[src/rtl/core/assert_macros.svh]
// Assertion macros shared by the mixer RTL.
`ifndef ASSERT_MACROS_SVH
`define ASSERT_MACROS_SVH

// Condition must hold at every clock edge outside reset.
`define ASSERT_ALWAYS(label, clk, rst_n, cond) \
  label: assert property (@(posedge clk) disable iff (!rst_n) (cond)) \
    else $error("invariant violated");

// Antecedent implies consequent in the same cycle.
`define ASSERT_IMPLY(label, clk, rst_n, ante, cons) \
  label: assert property (@(posedge clk) disable iff (!rst_n) (ante) |-> (cons)) \
    else $error("implication violated");

`endif

[src/rtl/core/afmix_pkg.sv]
// Shared types and constants for the two-source audio FIFO mixer.
package afmix_pkg;

  localparam int SMP_W  = 16;
  localparam int BLEN_W = 15;
  localparam int CUSH_W = 14;
  localparam int FADE_W = 15;
  localparam int CFG_W  = 15;
  localparam int SUM_W  = 17;   // holds block_len + cushion and any depth up to 65536
  localparam int Q_DEPTH = 4;
  localparam int Q_AW    = 2;

  localparam logic [CUSH_W-1:0] CUSHION_RST = 14'd1024;
  localparam logic [FADE_W-1:0] FADE_RST    = 15'd800;

  localparam logic signed [SMP_W-1:0] SMP_MAX = 16'sh7FFF;
  localparam logic signed [SMP_W-1:0] SMP_MIN = 16'sh8000;

  typedef enum logic [1:0] {
    OP_PUSH_A = 2'd0,
    OP_PUSH_B = 2'd1,
    OP_PULL   = 2'd2,
    OP_CLEAR  = 2'd3
  } op_t;

  typedef enum logic {
    CFG_CUSHION = 1'b0,
    CFG_FADE    = 1'b1
  } cfg_idx_t;

  typedef struct packed {
    op_t                     op;
    logic                    zero_len;
    logic signed [SMP_W-1:0] sample;
    logic [BLEN_W-1:0]       block_len;
  } req_t;

  typedef struct packed {
    logic valid;
    req_t req;
  } q_head_t;

endpackage

[src/rtl/core/afmix_front.sv]
// Front end: accepts requests, decodes them and buffers them in a short queue.
`include "assert_macros.svh"

module afmix_front (
  input  logic                                  clk,
  input  logic                                  rst_n,
  input  logic                                  in_valid,
  output logic                                  in_stall,
  input  logic [1:0]                            in_op,
  input  logic signed [afmix_pkg::SMP_W-1:0]    in_sample,
  input  logic [afmix_pkg::BLEN_W-1:0]          in_block_len,
  output afmix_pkg::q_head_t                    head,
  input  logic                                  pop
);
  import afmix_pkg::*;

  req_t            q_r [Q_DEPTH];
  req_t            req_in;
  logic [Q_AW-1:0] wr_idx_r, rd_idx_r;
  logic [Q_AW:0]   cnt_r, cnt_nxt;
  logic            push, do_pop;

  always_comb begin
    req_in.op        = op_t'(in_op);
    req_in.zero_len  = (in_block_len == '0);
    req_in.sample    = in_sample;
    req_in.block_len = in_block_len;
  end

  assign in_stall = (cnt_r == (Q_AW+1)'(Q_DEPTH));
  assign push     = in_valid && !in_stall;
  assign do_pop   = pop && (cnt_r != '0);
  assign cnt_nxt  = cnt_r + (Q_AW+1)'(push) - (Q_AW+1)'(do_pop);

  assign head.valid = (cnt_r != '0);
  assign head.req   = q_r[rd_idx_r];

  always_ff @(posedge clk) begin
    if (push) begin
      q_r[wr_idx_r] <= req_in;
    end
  end

  always_ff @(posedge clk) begin
    if (!rst_n) begin
      wr_idx_r <= '0;
      rd_idx_r <= '0;
      cnt_r    <= '0;
    end else begin
      if (push) begin
        wr_idx_r <= wr_idx_r + 1'b1;
      end
      if (do_pop) begin
        rd_idx_r <= rd_idx_r + 1'b1;
      end
      cnt_r <= cnt_nxt;
    end
  end

  `ASSERT_IMPLY(a_pop_nonempty, clk, rst_n, pop, cnt_r != '0)

endmodule

[config.mk]
export PLATFORM = sky130hd
export DESIGN_NAME = afmix_front
export DESIGN_NICKNAME = d
export VERILOG_FILES = /design/src/rtl/core/afmix_pkg.sv /design/src/rtl/core/afmix_front.sv
export VERILOG_INCLUDE_DIRS = /design/src /design/src/rtl/core
export SDC_FILE = /design/constraint.sdc
export NUM_CORES = 1
export LEC_CHECK = 0
export BUFFER_PORTS_ARGS = -buffer_cell sky130_fd_sc_hd__clkbuf_2
export CORE_UTILIZATION = 45
export CTS_CLUSTER_SIZE = 12
export DETAILED_ROUTE_END_ITERATION = 8
export GPL_ROUTABILITY_DRIVEN = 0
export SETUP_SLACK_MARGIN = 0.4
export SYNTH_ARGS = -nofsm -noshare
export SYNTH_HDL_FRONTEND = slang
export SYNTH_SLANG_ARGS = --single-unit
[constraint.sdc]
create_clock -name clk -period 2.4 [get_ports clk]
set_input_delay 0 -clock clk [delete_from_list [all_inputs] [get_ports clk]]
set_output_delay 0 -clock clk [all_outputs]
set_load 0.01 [all_outputs]
# After elaboration in Yosys (flattened, before gate mapping)
# Memory sizes are Yosys's and may differ from the RTL's. A register that Yosys moved wholly into a read port is not among the register bits.
# Index checks and enable logic that the tools add are counted.
# word_totals
mem_count	1
out_inout_bits	36
word_cells	18
reg_bits	7
input_bits	37
mem_bits_rw	136
# classes
addsub	4
reduce_logical	5
n_mux	4
eq_ne	1
# mem_list
memory	depth	width	read_ports	rd_clocked_by_memory_dff	write_ports	line	text
q_r	4	34	1	1	1	afmix_front.sv:17	req_t q_r [Q_DEPTH];
# op_table
operator	n
$logic_not 15->1	1
$add 2x1->2 const B	2
$mux 2	2
$add 3x1->3	1
$eq 3x3->1 const B	1
$reduce_bool 3->1	1
$sub 3x1->3	1
$logic_and 1x1->1	2
$mux 1	2
$logic_not 1->1	1

# Depth between registers and ports, before layout
# depth
ltp_word	5
depth_mapped	12
depth_no_buf	11

# Least setup slack after synthesis
# No wires, ideal clock.
# synth_timing
kind	register -> register
from	register cnt_r[2]
to	register cnt_r[2]
path_buffers	1
path_stages_with_launch	13
setup_time_ns	0.115
path_slack_ns	0.167
arrival_ns	2.118
path_cell_list	dfxtp_1 nor3b_2 nor2b_1 buf_2 inv_1 ha_1 inv_1 ha_1 inv_1 fa_1 xnor2_1 xnor2_1 and2_1
# synth_via
elab_chain_len	5
# synth_rtl
element	line	text
start: declaration	afmix_front.sv:20	logic [Q_AW:0] cnt_r, cnt_nxt;
start signal: assignment	afmix_front.sv:56	cnt_r <= cnt_nxt;
$eq 3x3->1	afmix_front.sv:30	assign in_stall = (cnt_r == (Q_AW+1)'(Q_DEPTH));
named net in_stall	afmix_front.sv:8	output logic in_stall,
$logic_not 1->1	afmix_front.sv:31	assign push = in_valid && !in_stall;
$logic_and 1x1->1	afmix_front.sv:31	
$add 3x1->3	afmix_front.sv:33	assign cnt_nxt = cnt_r + (Q_AW+1)'(push) - (Q_AW+1)'(do_pop);
$sub 3x1->3	afmix_front.sv:33	
# The timed path passes the listed nets, and every way through them passes these cells.
# A chain may end at the register's enable or synchronous reset.

# Worst setup path after layout
# layout_timing
from	register cnt_r[0]
to	register cnt_r[2]
# layout_lines
element	line	text
$reduce_bool 3->1	afmix_front.sv:32	assign do_pop = pop && (cnt_r != '0);
$logic_and 1x1->1	afmix_front.sv:32	
named net do_pop	afmix_front.sv:21	logic push, do_pop;
$sub 3x1->3	afmix_front.sv:33	
# The timed path passes the listed nets, and every way through them passes these cells.

==> results.toml <==
[synthesis]
synth.largest_area_cell = "edfxtp_1"
synth-compound-area-share = 0.00457
netlist_area_um2 = 5470
postSynthAreaPerCell_um2 = 23.7
mappedNetlistNets = 275
synth.distinct_cells = 23
synth_top_family_by_area = "multiplexers"
postSynthRegisterBits = 145
multiplexer_fraction_of_the_synthesized_cell_area = 0.146
synthTopCellsByArea = "edfxtp_1, mux4_2, dfxtp_1, mux4_1, ha_1"
synth_top_area_frac = 0.746
yosys.area_share.xor_xnor = 0.00640
synth_fa_ha_area_frac = 0.0174
synth-seq-area-share = 0.779
synth-warning-count = 0
synth-simple-area-share = 0.0247
post_synth_inst_count = 231

[critical_path]
cpLargestDelayFamily = "adder cells"
path_buf_inv = 2
cp-end-kind = "register"
critPathSlowestCell = "dfxtp_2"
timing.critical_path.cells = "o31a_1, ha_1, inv_1, ha_1, inv_1, fa_2, xnor2_2, xnor2_1, and2_1"
crit_path_max_incr_delay_ns = 0.35
worst-endpoint-arrival_ns = 2.36
crit_cells = 9
worst-endpoint-required_ns = 2.71
max_fo_critical_path = 5
ff2ff_path_depth = 9
worstSetupStartpointType = "register"
regToRegSetupSlack_ns = 0.35
path_class = "reg2reg"
worst_setup_path_startpoint = "cnt_r[0]"
worst_r2r_startpoint = "cnt_r[0]"

[routing]
remaining_drc_errors = 5
detail-route-antenna-nets = 0
routed_wirelength_um = 9470
detailed_route_wire_length_per_cell_um = 18.4
detailed_router_iteration_count_before_antenna_repair = 7
drt_first_iter_violations = 179
route.vias.total = 2636
top_layer_used = "met4"
wire_length_on_met1_um = 4070
route.detailed.vias_per_inst = 5.11
met2_wirelength_um = 4850
wl_met3_um = 427

[layout]
layout.cells.most_common_list = "edfxtp_1, clkbuf_2, dlygate4sd3_1, mux4_2, clkbuf_16"
finish.utilization = 0.599
mostFrequentLayoutCell = "edfxtp_1"
final_layout_size_suffix_gt1_frac = 0.410
final_net_count = 405
area.growth.synth_to_final_pct = 27.2
regArea_um2 = 4280
multi_input_comb_area_um2 = 1110
antennaDiodeCount = 0
fillerInstances = 859

[die]
die-area_um2 = 12600
design.portCount = 73
initial_core_util = 0.471
placementRows = 39
core-area_um2 = 11600
chipHeight_um = 112
die_w_um = 112

[clocking]
root_buffer = "clkbuf_16"
worstSkewPairLatency_ns = 0.42
clock_tree_from_tritoncts = "done"
clock-sinks = 145
cts.path.max_buffers = 2
clkSlewWorstSetupHoldPaths_ns = 0.05
cts_made_buffers = 17
cts-htree-levels = 4

[global_route]
grt_pass1_vias = 2855
gr-usage-all-layers = 0.169
globalRoute.totalOverflow = 0
grt_max_degree = 30
antenna_found_initial = 0
grt_first_pass_wirelength_um = 15100

[placed_design]
hpwlAfterDp_um = 5720
port_buffers = 72

[outcome]
violations = "design-rule violations"
outcome = "complete, but fails checks"

[pwr]
static-leakage-power_nw = 2.44
pwr_density_cell_nw_per_um2 = 1030
max-vdd-ir-drop_mv = 0.707

[flow_run]
maxCapViolCount = 0

[sta]
max_slew.worst_pin.slew_ns = 0.526
grt_setup_unrepaired = "yes"
maximum_frequency_from_static_timing_analysis_mhz = 489
setup_viol = 0
final.setup.tns_ns = 0
timing.final.max_slew_violations = 0
slew-limit-headroom = 0.649
hold_violations = 0
final_period_minus_worst_setup_slack_ns = 2.05
clock_skew_ns = 0.0145
final_min_period_over_clock_period = 0.853

[worst_hold_path]
min_delay_path_depth = 4
hold_path.class = "in2reg"
worstHoldStart = "pop"
per-stage QoR:
step	instances	area [µm²]	total power, W	worst slack [ns]	hold slack, ns
global route	516	6960	0.00748	0.243	0.0613
floorplan	231	5490	0.00431	0.290	0.0989
detailed placement	446	6050	0.00482	0.335	0.224
global placement	446	6050	0.00479	0.357	0.216
finish	516	6960	0.00714	0.353	0.0308
CTS	516	6950	0.00722	0.338	0.0148
kinds of logic (layout without fill, tap and decap cells):
family / Yosys count / in the layout
adders and majority gates: 7 / 7
muxes: 36 / 36
buffers and inverters: 15 / 157
and+or+nand+nor: 22 / 22
AOI/OAI and AO/OA: 2 / 2
DFF: 145 / 145
xor gates and xnor gates: 4 / 4
cell usage after synthesis:
cell type,count
edfxtp_1,136
mux4_2,30
dfxtp_1,9
and2_1,7
ha_1,6
inv_1,5
buf_2,4
mux4_1,4
nand2_1,4
nor2b_1,4
xnor2_1,4
buf_12,3
nor4_1,3
clkbuf_1,2
mux2i_1,2
and4_1,1
buf_6,1
fa_1,1
nor3_1,1
nor3b_2,1
o311ai_2,1
o31a_1,1
or3_1,1
power by group:
part / switching, W / total [W] / leakage, nW / internal, W
Clock: 0.000890 / 0.00229 / 0.250 / 0.00140
Sequential: 0.000170 / 0.00326 / 1.32 / 0.00309
Combinational: 0.000742 / 0.00159 / 0.872 / 0.000851
timing repair:
action | in CTS | in global routing
hold endpoints to repair | 141 | 0
hold buffers | 34 | 0
setup buffers | 5 | 0
endpoints found under the setup margin | 25 | 25
gates resized for setup | 4 | 2
pin swaps | 4 | 1
worst register-to-register path: cells and delay by family (launching register included):
family	cells	cell delay (ns)
XOR/XNOR	2	0.27
buffers and inverters	2	0.10
adder cells (fa/ha/maj)	3	0.76
AO/OA/AOI/OAI	1	0.31
flip-flops	1	0.35
AND/OR/NAND/NOR	1	0.15
routing by layer:
metal	global-route usage	vias up
met5	0	-
met3	0.0518	14
met1	0.203	1332
li1	-	1226
met2	0.277	64
met4	0.0907	0
final timing paths:
path | end
min reg2reg | wr_idx_r[1]
max | cnt_r[2]
min | register
max reg2reg | cnt_r[2]
area by class of cell:
| class | instances | share of cell area |
|---|---|---|
| timing repair buffer | 121 | 0.123 |
| sequential | 145 | 0.615 |
| clock buffer | 23 | 0.0644 |
| multi-input combinational | 71 | 0.160 |
| tap | 143 | 0.0257 |
| clock inverter | 8 | 0.00935 |
| inverter | 5 | 0.00270 |
state kept, by name, summed over array words and instances (netlist names), named ones only:
register and flops:
q_r 136, cnt_r 3, rd_idx_r 2, wr_idx_r 2
No activity file was read; power rests on OpenSTA's default activity.
